File: config.mk
export PLATFORM = sky130hd
export DESIGN_NAME = hsl_to_rgb_converter
export DESIGN_NICKNAME = d
export VERILOG_FILES = /design/src/design/hsl_pkg.sv /design/src/design/hsl_front.sv /design/src/design/hsl_back.sv /design/src/design/hsl_to_rgb_converter.sv
export SDC_FILE = /design/constraint.sdc
export NUM_CORES = 2
export LEC_CHECK = 0
export BUFFER_PORTS_ARGS = -buffer_cell sky130_fd_sc_hd__buf_4
export CAP_MARGIN = 25
export CORE_ASPECT_RATIO = 0.9
export CORE_MARGIN = 3
export CORE_UTILIZATION = 45
export DETAILED_ROUTE_END_ITERATION = 8
export HOLD_SLACK_MARGIN = 0.1
export PLACE_DENSITY_LB_ADDON = 0.2
export SKIP_CTS_REPAIR_TIMING = 1
export SLEW_MARGIN = 25
export SYNTH_ARGS = -nofsm -noshare
export SYNTH_HDL_FRONTEND = slang
export SYNTH_SLANG_ARGS = --single-unit
File: constraint.sdc
create_clock -name i_clk -period 9.1 [get_ports i_clk]
set_input_delay 0.455 -clock i_clk [delete_from_list [all_inputs] [get_ports i_clk]]
set_output_delay 0.455 -clock i_clk [all_outputs]
set_load 0.1 [all_outputs]
File: src/design/hsl_pkg.sv
// Shared types and fixed-point constants for the HSL to RGB converter.
package hsl_pkg;

    // Pipeline depth, one register stage per entry
    localparam int unsigned NumStages = 6;
    typedef logic [NumStages-1:0] t_stage_en;

    // Hue units: 1/16 degree
    localparam logic [16:0] HueTurn    = 17'd5760;
    localparam logic [12:0] HueSector  = 13'd960;
    // Offset that lifts any signed 16-bit hue (biased by 32768) to a whole number of turns
    localparam logic [16:0] HueBiasAdd = 17'd1792;

    // Reciprocals for divide-by-constant, rounded up so the floor is exact over the range
    localparam int unsigned CShift = 24;   // cn / 255, cn < 2^16
    localparam logic [16:0] CRecip = 17'((64'd1 << CShift) / 64'd255 + 64'd1);
    localparam int unsigned MShift = 27;   // mn / 510, mn < 2^17
    localparam logic [18:0] MRecip = 19'((64'd1 << MShift) / 64'd510 + 64'd1);
    localparam int unsigned XShift = 45;   // xn / 244800, xn < 2^26
    localparam logic [27:0] XRecip = 28'((64'd1 << XShift) / 64'd244800 + 64'd1);

    // 60-degree hue sectors
    typedef enum logic [2:0] {
        SEC_RED_YEL = 3'd0,
        SEC_YEL_GRN = 3'd1,
        SEC_GRN_CYN = 3'd2,
        SEC_CYN_BLU = 3'd3,
        SEC_BLU_MAG = 3'd4,
        SEC_MAG_RED = 3'd5
    } t_sector;

    // Values handed from the front half to the back half
    typedef struct packed {
        t_sector     sector;
        logic [15:0] cn;      // d * s
        logic [9:0]  f;       // distance into the sector pair, 0..960
        logic [32:0] c_prod;  // cn * CRecip
        logic [16:0] m_num;   // 510*l - cn
    } t_front_out;

endpackage

File: src/design/hsl_front.sv
// Front half: hue wrap, chroma product, sector decode and divide setup (stages 1 to 3).
module hsl_front (
    input  logic                 i_clk,
    input  hsl_pkg::t_stage_en   i_en,
    input  logic [15:0]          i_hue,
    input  logic [7:0]           i_saturation,
    input  logic [7:0]           i_lightness,
    output hsl_pkg::t_front_out  o_front
);

    // Stage 1 registers
    logic [14:0] r1_hue, n1_hue;
    logic [7:0]  r1_d, n1_d;
    logic [7:0]  r1_s;
    logic [7:0]  r1_l;
    // Stage 2 registers
    logic [12:0] r2_hq, n2_hq;
    logic [15:0] r2_cn, n2_cn;
    logic [7:0]  r2_l;
    // Stage 3 registers
    hsl_pkg::t_front_out r3_out, n3_out;

    logic [16:0] hue_biased;
    logic [16:0] step_a;
    logic [14:0] step_b;
    logic [12:0] base;
    logic [12:0] off;
    hsl_pkg::t_sector sec;

    // Stage 1: bias hue to unsigned, first two restoring steps of mod 5760; lightness distance
    always_comb begin
        hue_biased = {~i_hue[15], i_hue[14:0]} + hsl_pkg::HueBiasAdd;
        step_a = (hue_biased >= 17'(hsl_pkg::HueTurn * 17'd8))
            ? hue_biased - 17'(hsl_pkg::HueTurn * 17'd8) : hue_biased;
        n1_hue = (step_a >= 17'(hsl_pkg::HueTurn * 17'd4))
            ? 15'(step_a - 17'(hsl_pkg::HueTurn * 17'd4)) : step_a[14:0];
        if (i_lightness[7]) begin
            n1_d = 8'(9'd510 - {i_lightness, 1'b0});
        end else begin
            n1_d = {i_lightness[6:0], 1'b0};
        end
    end

    // Stage 2: last two restoring steps, chroma numerator
    always_comb begin
        step_b = (r1_hue >= 15'(hsl_pkg::HueTurn * 17'd2))
            ? r1_hue - 15'(hsl_pkg::HueTurn * 17'd2) : r1_hue;
        n2_hq = (step_b >= 15'(hsl_pkg::HueTurn))
            ? 13'(step_b - 15'(hsl_pkg::HueTurn)) : step_b[12:0];
        n2_cn = r1_d * r1_s;
    end

    // Stage 3: sector decode, sector-pair distance, reciprocal multiply for C, m numerator
    always_comb begin
        if (r2_hq >= 13'(hsl_pkg::HueSector * 13'd5)) begin
            sec = hsl_pkg::SEC_MAG_RED;
        end else if (r2_hq >= 13'(hsl_pkg::HueSector * 13'd4)) begin
            sec = hsl_pkg::SEC_BLU_MAG;
        end else if (r2_hq >= 13'(hsl_pkg::HueSector * 13'd3)) begin
            sec = hsl_pkg::SEC_CYN_BLU;
        end else if (r2_hq >= 13'(hsl_pkg::HueSector * 13'd2)) begin
            sec = hsl_pkg::SEC_GRN_CYN;
        end else if (r2_hq >= hsl_pkg::HueSector) begin
            sec = hsl_pkg::SEC_YEL_GRN;
        end else begin
            sec = hsl_pkg::SEC_RED_YEL;
        end
        base = 13'(hsl_pkg::HueSector * 13'(sec));
        off  = r2_hq - base;
        n3_out.sector = sec;
        // odd sectors run downhill toward the next primary
        n3_out.f      = sec[0] ? 10'(hsl_pkg::HueSector - off) : off[9:0];
        n3_out.cn     = r2_cn;
        n3_out.c_prod = r2_cn * hsl_pkg::CRecip;
        n3_out.m_num  = ({r2_l, 9'd0} - {8'd0, r2_l, 1'b0}) - {1'b0, r2_cn};
    end

    // Stage registers, each held while its stage is stalled
    always_ff @(posedge i_clk) begin
        if (i_en[0]) begin
            r1_hue <= n1_hue;
            r1_d   <= n1_d;
            r1_s   <= i_saturation;
            r1_l   <= i_lightness;
        end
        if (i_en[1]) begin
            r2_hq <= n2_hq;
            r2_cn <= n2_cn;
            r2_l  <= r1_l;
        end
        if (i_en[2]) begin
            r3_out <= n3_out;
        end
    end

    assign o_front = r3_out;

endmodule

File: src/design/hsl_back.sv
// Back half: X and m divides by reciprocal, channel ordering and offset add (stages 4 to 6).
module hsl_back (
    input  logic                 i_clk,
    input  hsl_pkg::t_stage_en   i_en,
    input  hsl_pkg::t_front_out  i_front,
    output logic [7:0]           o_red,
    output logic [7:0]           o_green,
    output logic [7:0]           o_blue
);

    // Stage 4 registers
    hsl_pkg::t_sector r4_sector;
    logic [25:0] r4_xn;
    logic [7:0]  r4_c8;
    logic [35:0] r4_m_prod;
    // Stage 5 registers
    hsl_pkg::t_sector r5_sector;
    logic [53:0] r5_x_prod;
    logic [7:0]  r5_c8;
    logic [7:0]  r5_m8;
    // Stage 6 (output) registers
    logic [7:0]  r6_red, n6_red;
    logic [7:0]  r6_green, n6_green;
    logic [7:0]  r6_blue, n6_blue;

    logic [7:0] x8;

    // Stage 6: place C and X by sector, add the offset
    always_comb begin
        x8 = r5_x_prod[hsl_pkg::XShift +: 8];
        case (r5_sector)
            hsl_pkg::SEC_RED_YEL: begin
                n6_red = r5_c8; n6_green = x8;    n6_blue = 8'd0;
            end
            hsl_pkg::SEC_YEL_GRN: begin
                n6_red = x8;    n6_green = r5_c8; n6_blue = 8'd0;
            end
            hsl_pkg::SEC_GRN_CYN: begin
                n6_red = 8'd0;  n6_green = r5_c8; n6_blue = x8;
            end
            hsl_pkg::SEC_CYN_BLU: begin
                n6_red = 8'd0;  n6_green = x8;    n6_blue = r5_c8;
            end
            hsl_pkg::SEC_BLU_MAG: begin
                n6_red = x8;    n6_green = 8'd0;  n6_blue = r5_c8;
            end
            default: begin
                n6_red = r5_c8; n6_green = 8'd0;  n6_blue = x8;
            end
        endcase
        n6_red   = n6_red + r5_m8;
        n6_green = n6_green + r5_m8;
        n6_blue  = n6_blue + r5_m8;
    end

    // Stage registers
    always_ff @(posedge i_clk) begin
        if (i_en[3]) begin
            r4_sector <= i_front.sector;
            r4_xn     <= i_front.cn * i_front.f;
            r4_c8     <= i_front.c_prod[hsl_pkg::CShift +: 8];
            r4_m_prod <= i_front.m_num * hsl_pkg::MRecip;
        end
        if (i_en[4]) begin
            r5_sector <= r4_sector;
            r5_x_prod <= r4_xn * hsl_pkg::XRecip;
            r5_c8     <= r4_c8;
            r5_m8     <= r4_m_prod[hsl_pkg::MShift +: 8];
        end
        if (i_en[5]) begin
            r6_red   <= n6_red;
            r6_green <= n6_green;
            r6_blue  <= n6_blue;
        end
    end

    assign o_red   = r6_red;
    assign o_green = r6_green;
    assign o_blue  = r6_blue;

endmodule

File: src/design/hsl_to_rgb_converter.sv
// Top level of the HSL to RGB converter: stream ports and pipeline flow control.
//
// Usage:
//   Slave stream s_axis_* takes one HSL color per item; master stream m_axis_*
//   returns one RGB color, 8 bits per channel, per item, in the same order.
//   Hue is signed 1/16 degree and wraps by any number of turns; saturation and
//   lightness are 8-bit fractions with 255 as 1.0.
//   When nothing stalls, an accepted item passes the six register stages in order;
//   m_axis_tvalid rises when it reaches the last. Throughput is one item per cycle
//   while the receiver keeps m_axis_tready high: each item moves one stage per
//   cycle, and no state links one item to the next.
//   Every stage carries a valid bit and moves when the stage after it is empty
//   or moving, so bubbles close up. When the receiver holds m_axis_tready low,
//   the output item stays put and s_axis_tready stays high until all six stages
//   are full, then drops; nothing is lost or repeated.
//   Synchronous active-low reset clears all valid bits; the block accepts items
//   as soon as reset is released.
module hsl_to_rgb_converter (
    input  logic        i_clk,
    input  logic        i_rst_n,
    input  logic        s_axis_tvalid,
    output logic        s_axis_tready,
    input  logic [31:0] s_axis_tdata,   // hue[15:0], saturation[23:16], lightness[31:24]
    output logic        m_axis_tvalid,
    input  logic        m_axis_tready,
    output logic [23:0] m_axis_tdata    // red[7:0], green[15:8], blue[23:16]
);

    localparam int unsigned Last = hsl_pkg::NumStages - 1;

    hsl_pkg::t_stage_en  r_valid, n_valid;
    hsl_pkg::t_stage_en  en;
    hsl_pkg::t_front_out front;
    logic [7:0] red, green, blue;

    // Stage enables: a stage loads when it is empty or its content moves on
    always_comb begin
        en[Last] = !r_valid[Last] || m_axis_tready;
        for (int k = Last - 1; k >= 0; k--) begin
            en[k] = !r_valid[k] || en[k + 1];
        end
        n_valid = r_valid;
        if (en[0]) begin
            n_valid[0] = s_axis_tvalid;
        end
        for (int k = 1; k <= Last; k++) begin
            if (en[k]) begin
                n_valid[k] = r_valid[k - 1];
            end
        end
    end

    always_ff @(posedge i_clk) begin
        if (!i_rst_n) begin
            r_valid <= '0;
        end else begin
            r_valid <= n_valid;
        end
    end

    hsl_front u_front (
        .i_clk        (i_clk),
        .i_en         (en),
        .i_hue        (s_axis_tdata[15:0]),
        .i_saturation (s_axis_tdata[23:16]),
        .i_lightness  (s_axis_tdata[31:24]),
        .o_front      (front)
    );

    hsl_back u_back (
        .i_clk   (i_clk),
        .i_en    (en),
        .i_front (front),
        .o_red   (red),
        .o_green (green),
        .o_blue  (blue)
    );

    assign s_axis_tready = en[0];
    assign m_axis_tvalid = r_valid[Last];
    assign m_axis_tdata  = {blue, green, red};

endmodule

# Word level (Yosys, flattened, before mapping)
# Index checks and enable logic that the tools add are counted.
# totals
register_bits,327
latch_bits,0
mem_bits_rw,0
romBits,0
in_bits,36
output_inout_bits,26
word_cells,96
memories,0
# classes
add_sub_neg,13
mul,6
div,0
n_lt_le_gt_ge,9
eq_ne,4
shift,0
muxes,14
bitwise_logic,1
n_reduce_logical,19
# op_table
operator,n
"26-bit by 28-bit multiplier with 53-bit output, second input constant",1
8-bit one-hot mux with 2 select lines,3
"17-bit by 19-bit multiplier with 35-bit output, second input constant",1
"16-bit by 16-bit multiplier with 31-bit output, second input constant",1
15-bit 2-to-1 mux,2
"13-bit by 12-bit greater-or-equal comparator with 1-bit output, second input constant",2
16-bit by 10-bit multiplier with 26-bit output,1
8-bit adder,3
"16-bit by 11-bit adder with 17-bit output, second input constant",1
"17-bit by 15-bit greater-or-equal comparator with 1-bit output, second input constant",1
"17-bit by 16-bit greater-or-equal comparator with 1-bit output, second input constant",1
17-bit 2-to-1 mux,1
17-bit by 16-bit subtractor with 17-bit output,1
"17-bit by 16-bit subtractor with 17-bit output, second input constant",1
17-bit by 9-bit subtractor with 17-bit output,1
8-bit by 8-bit multiplier with 16-bit output,1
"15-bit by 13-bit greater-or-equal comparator with 1-bit output, second input constant",1
"15-bit by 14-bit greater-or-equal comparator with 1-bit output, second input constant",1
"15-bit by 14-bit subtractor with 15-bit output, second input constant",1
"15-bit subtractor, second input constant",1
"13-bit by 10-bit greater-or-equal comparator with 1-bit output, second input constant",1
"13-bit by 11-bit greater-or-equal comparator with 1-bit output, second input constant",1
"13-bit greater-or-equal comparator, second input constant",1
13-bit 2-to-1 mux,1
other kinds (17),36

# Longest topological paths before layout
# depth
ltp_word,10
mapped_depth,24
mapped_depth_nobuf,24

# Hierarchy
# From an unflattened synthesis, not the netlist that was laid out.
# unflattened
hier_cells,2845
area_unflattened_um2,30147.7
# by_module_without_submodules
mod,instances,cells_per_inst,area_per_inst_um2,seq_area_each_um2
hsl_back,1,1935,19820.3,2882.8
hsl_front,1,884,10093.4,4264.1
hsl_to_rgb_converter,1,26,234.0,120.1

# Worst setup path after synthesis
# No wires, ideal clock.
# synth_path
path_type,reg-to-reg
start,register u_back.r4_xn[19]
end,register u_back.r5_x_prod[51] (data pin)
setup_time_ps,135
arrival_ps,5922
required_time_ps,8965
setup_slack_ps,3042
stages_incl_launch_ff,23
n_path_buf,0
synth_period_minus_slack_ps,6058
cell_sequence,edfxtp_1 > ha_1 > inv_1 > ha_1 > inv_1 > fa_1 > inv_1 > fa_1 > inv_1 > fa_1 > inv_1 > fa_1 > inv_1 > fa_1 > inv_1 > ha_1 > and4_1 > a221oi_1 > a31oi_1 > o31ai_1 > a31oi_1 > or4b_1 > nand3_1
# synth_via
elab_chain_len,1
# synth_lines
element,line_no,rtl
from (decl),hsl_back.sv:13,logic [25:0] r4_xn;
from (signal assigned),hsl_back.sv:60,r4_xn <= i_front.cn * i_front.f;
26-bit by 28-bit multiplier with 53-bit output,hsl_back.sv:66,r5_x_prod <= r4_xn * hsl_pkg::XRecip;
to (signal assigned),hsl_back.sv:66,
to (decl),hsl_back.sv:18,logic [53:0] r5_x_prod;
# Every way passes these cells.
# A chain may end at the register's enable or synchronous reset.

# Worst setup path after layout
# Ends and elaborated chain as after synthesis.

==> results_dict.tcl <==
set metrics [dict create \
    status "finished, final reports clean" \
    ys_ff_latch 227 \
    gp_congestion 0.902 \
    syn-cell-area_mm2 0.0287 \
    dp_hpwl_um 53400 \
    startpoint_type "register" \
    routed_wirelength_um 62500 \
    ant_nets 0 \
    numCtsBuffers 27 \
    max-cap-violations 0 \
    hold_violations 0 \
    coreArea_mm2 0.0628 \
    end_kind "register" \
    clock_sinks 227 \
    timing.final.ws_setup_ns 2.21 \
    die_w_um 272 \
    rsz0062_at_grt "false" \
    antenna_found_initial 2 \
    async_flop_share_pct 0 \
    core.rowCount 87 \
    htree_levels 1 \
    grt_pass1_vias 19721 \
    crit_type "reg -> reg" \
    drive_gt1_share_pct 5.33 \
    fin_util_pct 49.9 \
    worstMarginPinSlew_ns 0.920 \
    num-fill-cells 5660 \
    die_area_mm2 0.0668 \
    start_util_pct 45.6 \
    required_ns 9.52 \
    syn2layout_area_growth_pct 9.30 \
    reg2regPathDepth 22 \
    max_stage_delay_ns 0.56 \
    cp_num_buf_inv 7 \
    cp.depth 22 \
    hp-class "in -> reg" \
    root_buffer "clkbuf_16" \
    synth_fp_nets 3629 \
    path_common_cell "inv_1" \
    synth.distinct_cells 88 \
    die_h_um 245 \
    dpl_worst_slack_ns 2.17 \
    yosysWarnings 0 \
    arrival_ns 7.31 \
    dr.pass1.iters 5 \
    drc 0 \
    finClkSkew_ns 0.0320 \
    first_iter_violations 950 \
    synth_edf_count 221 \
    multiInputGateArea_mm2 0.0198 \
    routed-via-count 18839 \
    postSynthCellCount 2712 \
    seqCellArea_mm2 0.00676 \
    r2r-start "u_back.r4_xn[19]" \
    crit_path_end "u_back.r5_x_prod[51]" \
    setup_tns_ns 0 \
    critical-path-top-delay-family "adder cells" \
    slew_violations 0 \
    crit_path_start "u_back.r4_xn[19]" \
    clock_path_buffers 3 \
    cts.reportedPaths.clkPinSlew_ns 0.07 \
    clock_latency_ns 0.58 \
    cp_max_fo 7 \
    io_buffers 61 \
    final_cell_mix "ha_1, inv_1, fa_1, edfxtp_1, nand2_1" \
    routedWlPerCell_um 17.1 \
    synth_area_per_cell_um2 10.6 \
    ys_seq_area_share_pct 23.6 \
    via_per_inst 5.15 \
    fin_nets 3708 \
    setup_viol 0 \
    slew_headroom_pct 38.7 \
    tritoncts "done" \
    fmax_mhz 145 \
    grt_remaining_overflow 0 \
    final_common_cell "ha_1" \
    synth_flop_cell "edfxtp_1" \
    n_antenna_cell 0 \
    grt_max_degree 53 \
    cp_cell_sequence "ha_1 -> inv_1 -> ha_1 -> inv_1 -> fa_1 -> inv_1 -> fa_1 -> inv_1 -> fa_1 -> inv_1 -> fa_1 -> inv_1 -> fa_1 -> inv_1 -> ha_1 -> and4_1 -> a221oi_1 -> a31oi_1 -> o31ai_1 -> a31oi_1 -> or4b_1 -> nand3_1" \
    slowest_stage "edfxtp_1" \
    layout_min_cycle_time_ns 6.89 \
    reg2reg_to "u_back.r5_x_prod[51]" \
    grt_usage_pct 19.2 \
    grt_pass1_wl_um 104000 \
    io_pins 62 \
    rrSetupSlack_ns 2.21 \
    period_share_pct 75.7 \
]
==> layout make-up <==
type                            instances  share of cell area (%)
Multi-Input combinational cell       1914                    63.1
Sequential cell                       227                    21.6
Inverter                              532                    6.38
Tap cell                              845                    3.37
Timing Repair Buffer                   89                    2.32
Clock buffer                           27                    2.16
Clock inverter                         23                    1.16
==> synth_stat cells (5+ instances only) <==
cell type,count,area [um^2]
or2_2,11,68.8
or3_1,6,37.5
nand3_1,34,170
and4_1,5,43.8
ha_1,571,7140
clkbuf_1,32,120
a211o_1,6,52.6
a21o_1,46,345
xor2_1,31,272
a211oi_1,13,97.6
nand2b_1,9,56.3
o21bai_1,17,128
a31oi_1,19,119
a31o_2,5,43.8
fa_1,310,6210
o31ai_1,10,75.1
and3_1,11,68.8
nor2b_1,17,106
inv_1,532,2000
dfxtp_1,6,120
o211ai_1,8,60.1
a21oi_1,83,415
nor3_1,19,95.1
mux2i_1,8,80.1
nor2_1,84,315
nand4_1,17,106
and2_1,111,694
nand2_1,188,706
edfxtp_1,221,6640
o22ai_1,6,37.5
xnor2_1,91,797
nor4_1,11,68.8
o21a_1,12,90.1
a21boi_0,7,52.6
o21ai_0,50,250
o2111ai_1,5,43.8
a22o_1,20,175
==> worst min-delay path by stage <==
stage	from	end	slack, ns	cells past startpoint
6_report	i_rst_n	r_valid[2]	0.13	2
5_1_grt	i_rst_n	r_valid[2]	0.12	2
4_1_cts	s_axis_tdata[23]	u_front.r1_s[7]	0.02	1
3_5_place_dp	u_back.r4_c8[6]	u_back.r5_c8[6]	0.41	0
3_3_place_gp	u_front.o_front[76]	u_back.r4_sector[0]	0.41	0
2_1_floorplan	u_front.o_front[41]	u_back.r4_c8[0]	0.40	0
==> registers in the layout (all words and copies together), names as in the netlist, 13 cells and up <==
| name | count |
|---|---|
| u_back.r4_xn | 25 |
| u_front.r2_hq | 13 |
| u_front.r1_hue | 15 |
| u_front.o_front | 52 |
| u_front.r2_cn | 15 |
==> worst register-to-register path, cell delays in order, from the launching register on <==
cell	delay, ns
edfxtp_1	0.56
ha_1	0.35
inv_1	0.06
ha_1	0.30
inv_1	0.05
fa_1	0.48
inv_1	0.06
fa_1	0.53
inv_1	0.06
fa_1	0.53
inv_1	0.05
fa_1	0.54
inv_1	0.06
fa_1	0.54
inv_1	0.05
ha_1	0.34
and4_1	0.25
a221oi_1	0.29
a31oi_1	0.13
o31ai_1	0.53
a31oi_1	0.37
or4b_1	0.56
nand3_1	0.08
==> metal layers <==
metal,track usage (%),routed length [um]
met1,27.3,30600
met2,32.4,29200
met3,2.00,1830
met4,2.73,858
met5,0,10
==> cell families (layout without fill, tap and decap cells) <==
family                     after synthesis  count (layout)  share of synthesized area, %
adders and majority gates              882             882                          46.6
buffers and inverters                  571             671                          7.54
muxes                                   13              13                         0.484
xor gates and xnor gates               124             124                          3.86
and+or+nand+nor                        541             541                          9.44
DFF                                    227             227                          23.6
AOI/OAI and AO/OA                      354             354                          8.51
==> per-stage QoR <==
| step | area (um^2) | hold WS [ns] | cells |
|---|---|---|---|
| after floorplan | 28700 | 0.400 | 2712 |
| after global placement | 30100 | 0.408 | 3584 |
| after detailed placement | 30100 | 0.405 | 3584 |
| after CTS | 31100 | 0.0154 | 3634 |
| after global routing | 31300 | 0.117 | 3657 |
| final | 31300 | 0.132 | 3657 |
Power is not shown: default switching activity piles up to over one toggle a cycle in this logic, so the estimate is an artifact.
